### config.mk
export PLATFORM = sky130hd
export DESIGN_NAME = midi_tx_queue_dispatch_unit
export DESIGN_NICKNAME = d
export VERILOG_FILES = /design/src/hw/rtl/mtqd_pkg.sv /design/src/hw/rtl/mtqd_in_reg.sv /design/src/hw/rtl/mtqd_ring.sv /design/src/hw/rtl/midi_tx_queue_dispatch_unit.sv
export SDC_FILE = /design/constraint.sdc
export NUM_CORES = 1
export LEC_CHECK = 0
export ABC_AREA = 1
export CAP_MARGIN = 5
export CORE_UTILIZATION = 41
export CTS_CLUSTER_SIZE = 20
export DETAILED_ROUTE_END_ITERATION = 16
export DONT_BUFFER_PORTS = 1
export PLACE_DENSITY = 0.67
export SLEW_MARGIN = 25
export SYNTH_ARGS = -nofsm -noshare
export SYNTH_HDL_FRONTEND = slang
export SYNTH_SLANG_ARGS = --single-unit
### constraint.sdc
create_clock -name aclk -period 8.1 [get_ports aclk]
set_clock_uncertainty 0.15 [all_clocks]
set_input_delay 1.215 -clock aclk [delete_from_list [all_inputs] [get_ports aclk]]
set_output_delay 1.215 -clock aclk [all_outputs]
set_load 0.05 [all_outputs]
### src/hw/rtl/mtqd_pkg.sv
`default_nettype none
package mtqd_pkg;

    // Ring geometry and port fan-out
    localparam int QUEUE_DEPTH = 16;
    localparam int IDX_W       = $clog2(QUEUE_DEPTH);
    localparam int MAX_PORTS   = 4;
    localparam int PORT_W      = 4;
    localparam int PCNT_W      = 3;

    // Item kinds
    localparam logic MODE_SEND = 1'b0;
    localparam logic MODE_POLL = 1'b1;

    // Status bytes that carry data (channel nibble cleared)
    localparam logic [7:0] ST_NOTE_OFF  = 8'h80;
    localparam logic [7:0] ST_NOTE_ON   = 8'h90;
    localparam logic [7:0] ST_POLY_AT   = 8'hA0;
    localparam logic [7:0] ST_CTRL      = 8'hB0;
    localparam logic [7:0] ST_PROG      = 8'hC0;
    localparam logic [7:0] ST_CHAN_AT   = 8'hD0;
    localparam logic [7:0] ST_PITCH     = 8'hE0;
    localparam logic [7:0] ST_SYSEX     = 8'hF0;
    localparam logic [7:0] ST_MTC       = 8'hF1;
    localparam logic [7:0] ST_SONG_POS  = 8'hF2;
    localparam logic [7:0] ST_SONG_SEL  = 8'hF3;
    localparam logic [3:0] SYS_NIBBLE   = 4'hF;

    typedef struct packed {
        logic       mode;
        logic [7:0] command;
        logic [3:0] channel;
        logic [7:0] data_first;
        logic [7:0] data_second;
        logic [3:0] exclude_mask;
        logic [3:0] port_ready;
    } in_item_t;

    typedef struct packed {
        logic [3:0] dest_mask;
        logic [7:0] out_command;
        logic [3:0] out_channel;
        logic [7:0] out_data_first;
        logic [7:0] out_data_second;
        logic [1:0] data_count;
    } out_item_t;

    typedef struct packed {
        logic [7:0] command;
        logic [3:0] channel;
        logic [7:0] d0;
        logic [7:0] d1;
        logic [3:0] excl;
    } entry_t;

    // Number of data bytes that follow a status byte
    function automatic logic [1:0] data_bytes_for(input logic [7:0] cmd);
        logic [7:0] c;
        logic [1:0] n;
        c = (cmd[7:4] == SYS_NIBBLE) ? cmd : {cmd[7:4], 4'h0};
        case (c)
            ST_PROG, ST_CHAN_AT, ST_SYSEX, ST_MTC, ST_SONG_SEL: n = 2'd1;
            ST_NOTE_OFF, ST_NOTE_ON, ST_POLY_AT, ST_CTRL, ST_PITCH, ST_SONG_POS: n = 2'd2;
            default: n = 2'd0;
        endcase
        return n;
    endfunction

    // Mask of ports in use, port count saturated to MAX_PORTS
    function automatic logic [PORT_W-1:0] in_use_mask(input logic [PCNT_W-1:0] pc);
        logic [PCNT_W-1:0] ports;
        logic [PORT_W-1:0] m;
        ports = (pc > PCNT_W'(MAX_PORTS)) ? PCNT_W'(MAX_PORTS) : pc;
        for (int i = 0; i < PORT_W; i++) begin
            m[i] = (PCNT_W'(i) < ports);
        end
        return m;
    endfunction

    // Advance a ring index with wrap
    function automatic logic [IDX_W-1:0] next_slot(input logic [IDX_W-1:0] i);
        return (i == IDX_W'(QUEUE_DEPTH - 1)) ? '0 : i + IDX_W'(1);
    endfunction

endpackage
`default_nettype wire

### src/hw/rtl/mtqd_in_reg.sv
`default_nettype none
module mtqd_in_reg
    import mtqd_pkg::*;
(
    input  wire logic     aclk,
    input  wire logic     aresetn,
    input  wire logic     s_valid,
    output logic          s_ready,
    input  wire in_item_t s_data,
    input  wire logic     take,
    output logic          item_valid,
    output in_item_t      item
);

    logic     valid_reg;
    logic     valid_next;
    in_item_t data_reg;

    // Accept a new beat when empty or when the held one leaves this cycle
    assign s_ready    = !valid_reg || take;
    assign item_valid = valid_reg;
    assign item       = data_reg;

    always_comb begin
        valid_next = valid_reg;
        if (s_valid && s_ready) begin
            valid_next = 1'b1;
        end else if (take) begin
            valid_next = 1'b0;
        end
    end

    always_ff @(posedge aclk) begin
        if (!aresetn) begin
            valid_reg <= 1'b0;
        end else begin
            valid_reg <= valid_next;
        end
    end

    // Hold payload
    always_ff @(posedge aclk) begin
        if (s_valid && s_ready) begin
            data_reg <= s_data;
        end
    end

endmodule
`default_nettype wire

### src/hw/rtl/mtqd_ring.sv
`default_nettype none
module mtqd_ring
    import mtqd_pkg::*;
(
    input  wire logic              aclk,
    input  wire logic              aresetn,
    input  wire logic              fire,
    input  wire in_item_t          item,
    input  wire logic [PCNT_W-1:0] port_count,
    output logic                   hit,
    output out_item_t              result
);

    entry_t            entry_reg [QUEUE_DEPTH];
    logic [IDX_W-1:0]  head_reg;
    logic [IDX_W-1:0]  head_next;
    logic [IDX_W-1:0]  tail_reg;
    logic [IDX_W-1:0]  tail_next;
    logic [IDX_W-1:0]  head_eff;
    logic              send;
    logic [1:0]        n_in;
    entry_t            new_entry;
    entry_t            head_entry;
    logic              empty;
    logic [PORT_W-1:0] target;
    logic              ok;

    // Build the entry, zeroing bytes beyond the count
    assign send = (item.mode == MODE_SEND);
    assign n_in = data_bytes_for(item.command);
    always_comb begin
        new_entry.command = item.command;
        new_entry.channel = item.channel;
        new_entry.d0      = (n_in >= 2'd1) ? item.data_first  : 8'h00;
        new_entry.d1      = (n_in >= 2'd2) ? item.data_second : 8'h00;
        new_entry.excl    = item.exclude_mask;
    end

    // Advance tail on a send; drop the oldest entry when the ring wraps
    always_comb begin
        tail_next = send ? next_slot(tail_reg) : tail_reg;
        head_eff  = (send && (tail_next == head_reg)) ? next_slot(head_reg) : head_reg;
    end

    // Read head entry, forwarding the incoming one when it is the head
    assign head_entry = (send && (head_eff == tail_reg)) ? new_entry : entry_reg[head_eff];
    assign empty      = (head_eff == tail_next);
    assign target     = in_use_mask(port_count) & ~head_entry.excl;
    assign ok         = !empty && ((target & ~item.port_ready) == '0);
    assign hit        = fire && ok;
    assign head_next  = ok ? next_slot(head_eff) : head_eff;

    always_comb begin
        result.dest_mask       = target;
        result.out_command     = head_entry.command;
        result.out_channel     = head_entry.channel;
        result.out_data_first  = head_entry.d0;
        result.out_data_second = head_entry.d1;
        result.data_count      = data_bytes_for(head_entry.command);
    end

    always_ff @(posedge aclk) begin
        if (!aresetn) begin
            head_reg <= '0;
            tail_reg <= '0;
        end else if (fire) begin
            head_reg <= head_next;
            tail_reg <= tail_next;
        end
    end

    // Write the entry store at the tail
    always_ff @(posedge aclk) begin
        if (fire && send) begin
            entry_reg[tail_reg] <= new_entry;
        end
    end

endmodule
`default_nettype wire

### src/hw/rtl/midi_tx_queue_dispatch_unit.sv
`default_nettype none
// MIDI transmit queue with fan-out to up to four output ports.
// Input channel (s_valid/s_ready/s_data): a send beat enqueues one message
// into a 16-slot ring and then tries a dispatch; a poll beat only tries a
// dispatch. A full ring drops its oldest message, so at most 15 are held.
// A dispatch pops the head message only when every targeted port (in use
// and not excluded) shows its bit in port_ready, and then one result beat
// leaves on the result channel (m_valid/m_ready/m_data); otherwise the
// beat produces nothing.
// Configuration channel (cfg_valid/cfg_ready/cfg_data) writes port_count and
// is always ready; the user must write it only while the block is idle.
// The block itself leaves that unenforced. A beat is held in the input
// register, and its result is loaded into the result register once the
// result slot is free or draining. One beat per cycle is taken while
// m_ready stays high; the pointer update and ready check are combinational.
// Reset (aresetn low, synchronous) empties the ring and clears port_count.
// When the receiver stalls, the held result waits and the input register
// fills; s_ready then drops until m_ready returns.
module midi_tx_queue_dispatch_unit
    import mtqd_pkg::*;
(
    input  wire logic              aclk,
    input  wire logic              aresetn,
    input  wire logic              s_valid,
    output logic                   s_ready,
    input  wire in_item_t          s_data,
    output logic                   m_valid,
    input  wire logic              m_ready,
    output out_item_t              m_data,
    input  wire logic              cfg_valid,
    output logic                   cfg_ready,
    input  wire logic [PCNT_W-1:0] cfg_data
);

    logic              item_valid;
    in_item_t          item;
    logic              take;
    logic              hit;
    out_item_t         result;
    logic [PCNT_W-1:0] port_count_reg;
    logic              m_valid_reg;
    logic              m_valid_next;
    out_item_t         m_data_reg;

    // Process the held beat when the result slot is free or draining
    assign take = item_valid && (!m_valid_reg || m_ready);

    mtqd_in_reg u_in_reg (
        .aclk       (aclk),
        .aresetn    (aresetn),
        .s_valid    (s_valid),
        .s_ready    (s_ready),
        .s_data     (s_data),
        .take       (take),
        .item_valid (item_valid),
        .item       (item)
    );

    mtqd_ring u_ring (
        .aclk       (aclk),
        .aresetn    (aresetn),
        .fire       (take),
        .item       (item),
        .port_count (port_count_reg),
        .hit        (hit),
        .result     (result)
    );

    // Configuration register
    assign cfg_ready = 1'b1;
    always_ff @(posedge aclk) begin
        if (!aresetn) begin
            port_count_reg <= '0;
        end else if (cfg_valid) begin
            port_count_reg <= cfg_data;
        end
    end

    // Result register
    always_comb begin
        m_valid_next = m_valid_reg;
        if (take) begin
            m_valid_next = hit;
        end else if (m_ready) begin
            m_valid_next = 1'b0;
        end
    end

    always_ff @(posedge aclk) begin
        if (!aresetn) begin
            m_valid_reg <= 1'b0;
        end else begin
            m_valid_reg <= m_valid_next;
        end
    end

    always_ff @(posedge aclk) begin
        if (hit) begin
            m_data_reg <= result;
        end
    end

    assign m_valid = m_valid_reg;
    assign m_data  = m_data_reg;

endmodule
`default_nettype wire
==> results of run 1 <==
==> power by group through the flow <==
| stage | Sequential [uW] | Combinational [uW] | Clock (uW) |
|---|---|---|---|
| 3_5_place_dp | 3710 | 1280 | 0 |
| 5_1_grt | 3660 | 1450 | 2770 |
| 3_3_place_gp | 3710 | 1240 | 0 |
| 6_report | 3650 | 1300 | 2620 |
| 4_1_cts | 3650 | 1290 | 2660 |
| 2_1_floorplan | 3680 | 962 | 0 |
==> final timing paths <==
kind,from,end,slack (ns),depth (start not counted)
worst max-delay path,u_ring.tail_reg[1]$_SDFFE_PN0P_,m_data[9]$_DFFE_PP_,1.70,21
worst min register to register,port_count_reg[2]$_SDFFE_PN0P_,port_count_reg[2]$_SDFFE_PN0P_,0.38,2
worst max register to register,u_ring.tail_reg[1]$_SDFFE_PN0P_,m_data[9]$_DFFE_PP_,1.70,21
worst min-delay path,port_count_reg[2]$_SDFFE_PN0P_,port_count_reg[2]$_SDFFE_PN0P_,0.38,2
==> layout make-up <==
class | instances | share of cell area (%)
inverter | 127 | 1.79
tap | 765 | 3.58
timing repair buffer | 26 | 0.832
antenna | 1 | 0.00935
sequential | 596 | 66.4
clock buffer | 78 | 5.85
clock inverter | 29 | 0.967
multi-input combinational | 1063 | 20.6
==> kinds of logic after synthesis <==
kind of cell / share of synthesized area [%]
other: 0.0155
buffers and inverters: 4.20
flip-flops: 73.6
adder cells (fa/ha/maj): 0.311
AND/OR/NAND/NOR: 11.3
XOR/XNOR: 0.181
AO/OA/AOI/OAI: 10.5
==> cells in the final DEF (no fill, tap or decap), types with 23 or more instances in the layout <==
cell type	Yosys	routed
edfxtp_1	583	583
nor2_1	298	281
o21ai_0	239	239
nand2_1	184	184
inv_1	117	115
nand3_1	103	103
o221ai_1	67	67
clkbuf_16	0	58
o22ai_1	43	43
buf_4	13	23
==> per-stage QoR <==
step	total power [uW]	instance area, sq um
floorplan	4640	24100
global placement	4960	24900
detailed placement	4990	24900
CTS	7590	26700
global route	7880	26800
finish	7570	26800
==> worst max-delay path: cells and delay by family (launching register included) <==
kind | cells | cell delay, ns
adders and majority gates | 1 | 0.33
DFF | 1 | 0.44
AOI/OAI and AO/OA | 2 | 0.22
and+or+nand+nor | 12 | 2.31
buffers and inverters | 6 | 2.49
==> metal layers <==
layer | vias to the layer above | global-route usage, %
met2 | 738 | 31.6
met4 | 0 | 6.76
li1 | 6835 | -
met1 | 7624 | 28.5
met3 | 122 | 3.67
met5 | - | 0
==> impl_metrics.yaml, run 1 <==
global_routing:
  grt_usage_pct: 20.2
  grt_overflow: 0
  grt_pass1_vias: 14900
  grt_start_max_net_pins: 181
  antenna_found_initial: 0
  grt_pass1_wl_microns: 91400
sta:
  fin_crit_ns: 6.40
  setup_ws_ns: 1.70
  drv_slew: 0
  relSlewSlack_pct: 34.1
  finalHoldViolCount: 0
  tns_ns: 0
  fmax_ghz: 0.156
  finalHoldWorstSlack_ns: 0.384
  period_share_pct: 79.0
  grt_setup_unrepaired: "false"
  tightestPinTransition_ns: 0.984
  setup_viol: 0
logic_synthesis:
  synthTopCellsByArea: "edfxtp_1 73%, o21ai_0 5.0%, nor2_1 4.6%"
  yosysTopAreaCellShare_pct: 72.5
  yosysUniqueCellTypes: 42
  synth_nets: 1945
  syn-cell-area_sq_um: 24100
  synth-seq-cells: 596
  seq_area_frac_synth_pct: 73.6
  async_flop_share_pct: 0
  synth_edf_count: 583
  synth_ff_type: "edfxtp_1"
  yosys_warnings: 0
  synth_top_cell_by_area: "edfxtp_1"
  ys_top_cells_by_count: "583 x edfxtp_1, 298 x nor2_1, 239 x o21ai_0, 184 x nand2_1, 117 x inv_1"
  synth_area_per_cell_sq_um: 12.7
  synth.most_common_cell: "edfxtp_1"
  synthCells: 1894
clocking:
  cts_buffers: 58
  clockBufferDepth: 3
  cts.clk_slew.worst_paths_ns: 0.06
  cts_setup_buffers: 0
  h-tree-depth: 2
  cts_resized: 0
  root_buffer: "clkbuf_16"
  clock_insertion_delay_worst_skew_ns: 0.63
  cts_tree: "done"
  holdBufCountCts: 0
  clock_sinks: 596
placed_design:
  globalplace.congestion: 0.847
  placed_cells_incl_taps: 2576
  io_buffer_count: 0
  dpl_worst_slack_ns: 1.84
  dp_hpwl_microns: 30700
power_and_ir_drop:
  clkPwrFrac_pct: 34.6
  p_int_uw: 5330
  combPwrFrac_pct: 17.2
  pwr-share-seq_pct: 48.2
  power_density_nw_per_um2: 283
  switching_power_uw: 2240
  p_sw_share_pct: 29.6
  ir_drop_mv: 0.206
  p_leak_uw: 0.00913
layout:
  regArea_sq_um: 17800
  fin_util_pct: 46.2
  fill_cells: 5123
  syn_to_final_growth_pct: 10.9
  nets: 1923
  fin_cells: 2685
  multiInputGateArea_sq_um: 5520
  drive_above_1_share_pct: 8.60
  largest_reg_flops: 512
run_status:
  status: "finished, final reports clean"
route:
  wire_per_inst_microns: 22.8
  drc: 0
  highest_layer: "met4"
  routed_wl_microns: 61100
  viasPerCell: 5.71
  via_count: 15300
  wl_met1_microns: 26000
  dr.first_iter.drc_count: 1736
  dr_wl_met3_microns: 5330
  ant_nets: 0
  met2_length_microns: 28300
  first_pass_iters: 6
worst_setup_path:
  crit_path_start_kind: "flip-flop"
  cp_max_fo: 59
  cpPeakStageDelay_ns: 0.79
  crit_chain: "inv_1 > ha_1 > inv_1 > o21ai_0 > nor2_1 > nand3_4 > nor2_8 > nand3_4 > nand2_2 > nand2_4 > clkinv_2 > nor2_1 > nor2_1 > nand3_2 > inv_2 > a21oi_1 > nand3b_1 > nand2_1 > inv_2 > nand3_1 > inv_2"
  cp-end-kind: "flip-flop"
  crit_type: "reg -> reg"
  crit_arrival_ns: 6.50
  critPathRequiredTime_ns: 8.19
  slowest_stage: "clkinv_2"
job:
  timing.max_cap.violations: 0
floorplan:
  io_pins: 82
  dieHeight_microns: 245
  coreArea_sq_um: 57900
  die_w_microns: 245
  start_util_pct: 41.7
  num_rows: 88
  dieArea_sq_um: 59900
worst_hold_path:
  hp-class: "reg -> reg"
(Power assumes the default switching activity.)
==> inputs of run 2 (changes only) <==
--- a/config.mk
+++ b/config.mk
@@ -5,13 +5,13 @@
 export SDC_FILE = /design/constraint.sdc
 export NUM_CORES = 1
 export LEC_CHECK = 0
-export ABC_AREA = 1
+export ABC_AREA = 0
 export CAP_MARGIN = 5
 export CORE_UTILIZATION = 41
 export CTS_CLUSTER_SIZE = 20
 export DETAILED_ROUTE_END_ITERATION = 16
 export DONT_BUFFER_PORTS = 1
-export PLACE_DENSITY = 0.67
+export PLACE_DENSITY = 0.69
 export SLEW_MARGIN = 25
 export SYNTH_ARGS = -nofsm -noshare
 export SYNTH_HDL_FRONTEND = slang
==> constraint.sdc (replaced) <==
create_clock -name aclk -period 5.5 [get_ports aclk]
set_clock_uncertainty 0.15 [all_clocks]
set_input_delay 0.825 -clock aclk [delete_from_list [all_inputs] [get_ports aclk]]
set_output_delay 0.825 -clock aclk [all_outputs]
set_load 0.05 [all_outputs]
==> impl_metrics.yaml, run 2 <==
route:
  viasPerCell: 5.77
  routed_wl_microns: 61800
  first_pass_iters: 5
  wire_per_inst_microns: 23.2
  drc: 0
  dr.first_iter.drc_count: 1774
  ant_nets: 0
  via_count: 15400
worst_setup_path:
  cpPeakStageDelay_ns: 0.83
  crit_type: "reg -> reg"
  slowest_stage: "xnor2_1"
  cp-end-kind: "flip-flop"
  critPathRequiredTime_ns: 5.63
  crit_arrival_ns: 5.22
  crit_chain: "ha_1 > a21oi_1 > o22ai_4 > xnor2_1 > nor2_2 > mux2_2 > nor2_1 > a221oi_2 > a21o_1 > o2111a_2 > nand2_1 > nor2_4 > buf_4"
  crit_path_start_kind: "flip-flop"
  path_buf_inv: 1
  path_delay_family: "compound AO/OA/AOI/OAI gates"
  cp_max_fo: 24
sta:
  fin_crit_ns: 5.08
  grt_setup_unrepaired: "false"
  setup_viol: 0
  period_share_pct: 92.4
  relSlewSlack_pct: 27.8
  fmax_ghz: 0.197
  drv_slew: 0
  tns_ns: 0
  tightestPinTransition_ns: 1.08
  finalHoldViolCount: 0
power_and_ir_drop:
  combPwrFrac_pct: 11.4
  p_sw_share_pct: 25.9
  clkPwrFrac_pct: 37.8
  pwr-share-seq_pct: 50.8
  ir_drop_mv: 0.245
  p_leak_uw: 0.00915
  power_density_nw_per_um2: 378
  p_int_uw: 7660
  switching_power_uw: 2680
clocking:
  h-tree-depth: 2
  cts.clk_slew.worst_paths_ns: 0.06
  clock_insertion_delay_worst_skew_ns: 0.63
  clockBufferDepth: 3
  holdBufCountCts: 0
  clock_sinks: 596
  root_buffer: "clkbuf_16"
  cts_buffers: 59
  cts_resized: 0
  cts_setup_buffers: 0
  cts_tree: "done"
layout:
  nets: 1891
  drive_above_1_share_pct: 9.85
  fin_util_pct: 46.3
  design_area_sq_um: 27300
  num_antenna_cells: 0
  largest_reg_flops: 512
  fill_cells: 5068
  layout_commonest_cell: "edfxtp_1"
  layout_common_cells: "583 x edfxtp_1, 471 x nand2_1, 127 x a21oi_1, 83 x nand3_1, 59 x clkbuf_16"
  syn_to_final_growth_pct: 11.5
global_routing:
  grt_usage_pct: 20.2
  grt_overflow: 0
  antenna_found_initial: 0
  grt_pass1_vias: 14800
  grt_pass1_wl_microns: 92000
  grt_start_max_net_pins: 162
logic_synthesis:
  synth_nets: 1901
  synthTopCellsByArea: "edfxtp_1 71%, nand2_1 7.2%, a21oi_1 2.6%"
  synth_area_per_cell_sq_um: 13.3
  synth.most_common_cell: "edfxtp_1"
  seq_area_frac_synth_pct: 72.4
  yosys_warnings: 0
  yosysTopAreaCellShare_pct: 71.4
  synthCells: 1850
  yosysUniqueCellTypes: 81
  synth_edf_count: 583
  ys_top_cells_by_count: "583 x edfxtp_1, 471 x nand2_1, 127 x a21oi_1, 83 x nand3_1, 59 x and3_1"
  synth-seq-cells: 596
  async_flop_share_pct: 0
  synth_top_cell_by_area: "edfxtp_1"
  syn-cell-area_sq_um: 24500
  synth_ff_type: "edfxtp_1"
job:
  timing.max_cap.violations: 0
floorplan:
  start_util_pct: 41.6
  coreArea_sq_um: 59000
  dieHeight_microns: 247
  io_pins: 82
  die_w_microns: 247
  num_rows: 89
  dieArea_sq_um: 60800
placed_design:
  io_buffer_count: 0
  dp_hpwl_microns: 34200
  placed_area_sq_um: 25500
  globalplace.congestion: 0.883
run_status:
  status: "finished, final reports clean"
worst_hold_path:
  hp-class: "in -> reg"
## run 2: path summary, 6_finish.rpt
| path | startpoint | to | slack (ns) | cells past startpoint |
|---|---|---|---|---|
| setup / recovery | u_ring.tail_reg[0]$_SDFFE_PN0P_ | m_data[12]$_DFFE_PP_ | 0.42 | 13 |
| hold / removal | s_data[23] | u_in_reg.item[23]$_DFFE_PP_ | 0.14 | 0 |
| setup reg to reg | u_ring.tail_reg[0]$_SDFFE_PN0P_ | m_data[12]$_DFFE_PP_ | 0.42 | 13 |
| hold reg to reg | port_count_reg[0]$_SDFFE_PN0P_ | port_count_reg[0]$_SDFFE_PN0P_ | 0.43 | 2 |
## run 2: logic make-up after synthesis
kind of cell	synth area share (%)
DFF	72.4
xor gates and xnor gates	0.622
adders and majority gates	0.306
and+or+nand+nor	13.9
other	0.0153
muxes	0.969
AOI/OAI and AO/OA	9.05
buffers and inverters	2.65
## run 2: worst reg2reg max path: cells and delay by family, from the launching register on
kind | cells | cell delay, ns
AND/OR/NAND/NOR | 4 | 0.57
multiplexers | 1 | 0.72
buffers and inverters | 1 | 0.38
adder cells (fa/ha/maj) | 1 | 0.36
flip-flops | 1 | 0.42
AO/OA/AOI/OAI | 5 | 1.30
XOR/XNOR | 1 | 0.83
## run 2: metal layers
metal	GRT usage (%)	vias up	wire (microns)
met4	7.81	0	2170
met5	0	-	0
li1	-	6886	-
met2	31.8	722	28700
met1	27.7	7618	25700
met3	4.01	137	5190
## run 2: final cells by class
cell class	count	area, sq um	area share (%)
repair buffers	48	410	1.50
inverters	15	63.8	0.233
multi-input cells	1120	6250	22.9
well taps	773	967	3.54
clock buffers	70	1520	5.55
flip-flops and latches	596	17800	65.0
clock inverters	40	368	1.35
## run 2: power groups by stage
stage	registers, uW	logic (uW)	clock network (uW)
3_5_place_dp	5360	1160	0
2_1_floorplan	5310	883	0
6_report	5260	1170	3920
4_1_cts	5260	1170	3980
5_1_grt	5270	1280	4140
3_3_place_gp	5350	1130	0
## run 2: through the flow
step                      total power, uW  cells  hold WS, ns  setup slack (ns)
final                               10300   2662        0.137             0.419
after CTS                           10400   2662       0.0987             0.479
after global placement               6480   2552        0.407             0.638
after floorplan                      6200   1850        0.357             0.332
after global routing                10700   2662        0.106             0.154
after detailed placement             6520   2552        0.418             0.489
==> inputs of run 3 (changes only) <==
--- a/config.mk
+++ b/config.mk
@@ -8,6 +8,7 @@
 export ABC_AREA = 0
 export CAP_MARGIN = 5
 export CORE_UTILIZATION = 41
+export CTS_BUF_LIST = sky130_fd_sc_hd__clkbuf_8
 export CTS_CLUSTER_SIZE = 20
 export DETAILED_ROUTE_END_ITERATION = 16
 export DONT_BUFFER_PORTS = 1
==> impl_metrics.yaml, run 3 (same netlist as run 2, synthesis figures left out) <==
worst_setup_path:
  critPathRequiredTime_ns: 5.67
  crit_path_start_kind: "flip-flop"
  slowest_stage: "xnor2_1"
  r2r_slack_ns: 0.41
  crit_type: "reg -> reg"
  crit_chain: "ha_1 > a21oi_1 > o22ai_4 > xnor2_1 > nor2_2 > mux2_2 > nor2_1 > a221oi_2 > a21o_1 > o2111a_2 > nand2_1 > nor2_4 > buf_4"
  path_delay_family: "compound AO/OA/AOI/OAI gates"
  cp-end-kind: "flip-flop"
  cp_max_fo: 24
  rr_endpoint: "m_data[13]$_DFFE_PP_"
  crit_arrival_ns: 5.26
  path_buf_inv: 1
  r2r-start: "u_ring.tail_reg[0]$_SDFFE_PN0P_"
  cpPeakStageDelay_ns: 0.82
  reg2regPathDepth: 13
power_and_ir_drop:
  p_leak_uw: 0.00928
  power_density_nw_per_um2: 370
  clkPwrFrac_pct: 36.3
  ir_drop_mv: 0.182
  p_int_uw: 7390
  pwr-share-seq_pct: 52.1
  combPwrFrac_pct: 11.6
  p_sw_share_pct: 26.8
  switching_power_uw: 2710
layout:
  layout_common_cells: "583 x edfxtp_1, 471 x nand2_1, 127 x a21oi_1, 97 x clkbuf_8, 83 x nand3_1"
  largest_reg_flops: 512
  nets: 1926
  regArea_sq_um: 17800
  syn_to_final_growth_pct: 11.4
  fin_util_pct: 46.3
  drive_above_1_share_pct: 11.6
  fill_cells: 5136
  design_area_sq_um: 27300
  layout_commonest_cell: "edfxtp_1"
  multiInputGateArea_sq_um: 6250
placed_design:
  placed_area_sq_um: 25500
  globalplace.congestion: 0.883
  dpl_worst_slack_ns: 0.489
  dp_hpwl_microns: 34200
  io_buffer_count: 0
clocking:
  cts_resized: 0
  holdBufCountCts: 0
  cts_buffers: 94
  root_buffer: "clkbuf_8"
  h-tree-depth: 3
  cts_setup_buffers: 0
  cts.clk_slew.worst_paths_ns: 0.07
  clock_sinks: 596
  clockBufferDepth: 3
  cts_tree: "done"
  clock_insertion_delay_worst_skew_ns: 0.68
worst_hold_path:
  hp-class: "in -> reg"
  holdPathStages: 0
  min_to: "u_in_reg.item[0]$_DFFE_PP_"
  hold_start: "s_data[0]"
global_routing:
  antenna_found_initial: 1
  grt_pass1_vias: 15100
  grt_usage_pct: 20.3
  grt_start_max_net_pins: 162
  grt_overflow: 0
  grt_pass1_wl_microns: 92100
floorplan:
  dieHeight_microns: 247
  num_rows: 89
  dieArea_sq_um: 60800
  coreArea_sq_um: 59000
  io_pins: 82
  die_w_microns: 247
  start_util_pct: 41.6
route:
  first_pass_iters: 5
  dr.first_iter.drc_count: 1897
  ant_nets: 0
  drc: 0
  routed_wl_microns: 62000
  via_count: 15500
  viasPerCell: 5.68
  wire_per_inst_microns: 22.7
sta:
  period_share_pct: 92.6
  drv_slew: 0
  tightestPinTransition_ns: 1.08
  fmax_ghz: 0.196
  relSlewSlack_pct: 28.0
  tns_ns: 0
  setup_viol: 0
  finalHoldViolCount: 0
  fin_crit_ns: 5.09
  grt_setup_unrepaired: "false"
  setup_ws_ns: 0.407
  finalHoldWorstSlack_ns: 0.0883
job:
  timing.max_cap.violations: 0
run_status:
  status: "finished, final reports clean"
==> run 3: area by class of cell <==
type                       instances  area share, %
antenna                            1        0.00916
inverter                          15          0.234
tap                              773           3.54
sequential                       596           65.1
clock buffer                      97           4.89
timing repair buffer              48           1.50
multi-input combinational       1120           22.9
clock inverter                    78           1.88
==> run 3: how the worst max path moves through the flow <==
| stage | slack (ns) | end | cells after the start | startpoint |
|---|---|---|---|---|
| global placement | 0.64 | m_data[13]$_DFFE_PP_ | 13 | u_ring.tail_reg[0]$_SDFFE_PN0P_ |
| finish | 0.41 | m_data[13]$_DFFE_PP_ | 13 | u_ring.tail_reg[0]$_SDFFE_PN0P_ |
| detailed placement | 0.49 | m_data[13]$_DFFE_PP_ | 13 | u_ring.tail_reg[0]$_SDFFE_PN0P_ |
| global route | 0.13 | m_data[13]$_DFFE_PP_ | 13 | u_ring.tail_reg[0]$_SDFFE_PN0P_ |
| floorplan | 0.33 | m_data[0]$_DFFE_PP_ | 15 | u_ring.tail_reg[0]$_SDFFE_PN0P_ |
| CTS | 0.45 | m_data[20]$_DFFE_PP_ | 13 | u_ring.tail_reg[0]$_SDFFE_PN0P_ |
==> run 3: power groups by stage <==
stage               sequential, uW  combinational, uW  clock, uW
finish                        5260               1170       3670
global route                  5270               1280       3920
CTS                           5260               1170       3740
detailed placement            5360               1160          0
global placement              5350               1130          0
floorplan                     5310                883          0
==> run 3: routing by layer <==
| layer | global-route usage [%] | vias up | wire (microns) |
|---|---|---|---|
| met1 | 27.2 | 7652 | 25700 |
| met5 | 0 | - | 0 |
| met2 | 32.0 | 742 | 28900 |
| met3 | 4.41 | 112 | 5550 |
| met4 | 8.68 | 0 | 1900 |
| li1 | - | 6981 | - |
==> run 3: per-stage QoR <==
stage | cells | total power (uW)
final | 2728 | 10100
after global routing | 2728 | 10500
after CTS | 2727 | 10200
after detailed placement | 2552 | 6520
after global placement | 2552 | 6480
after floorplan | 1850 | 6200
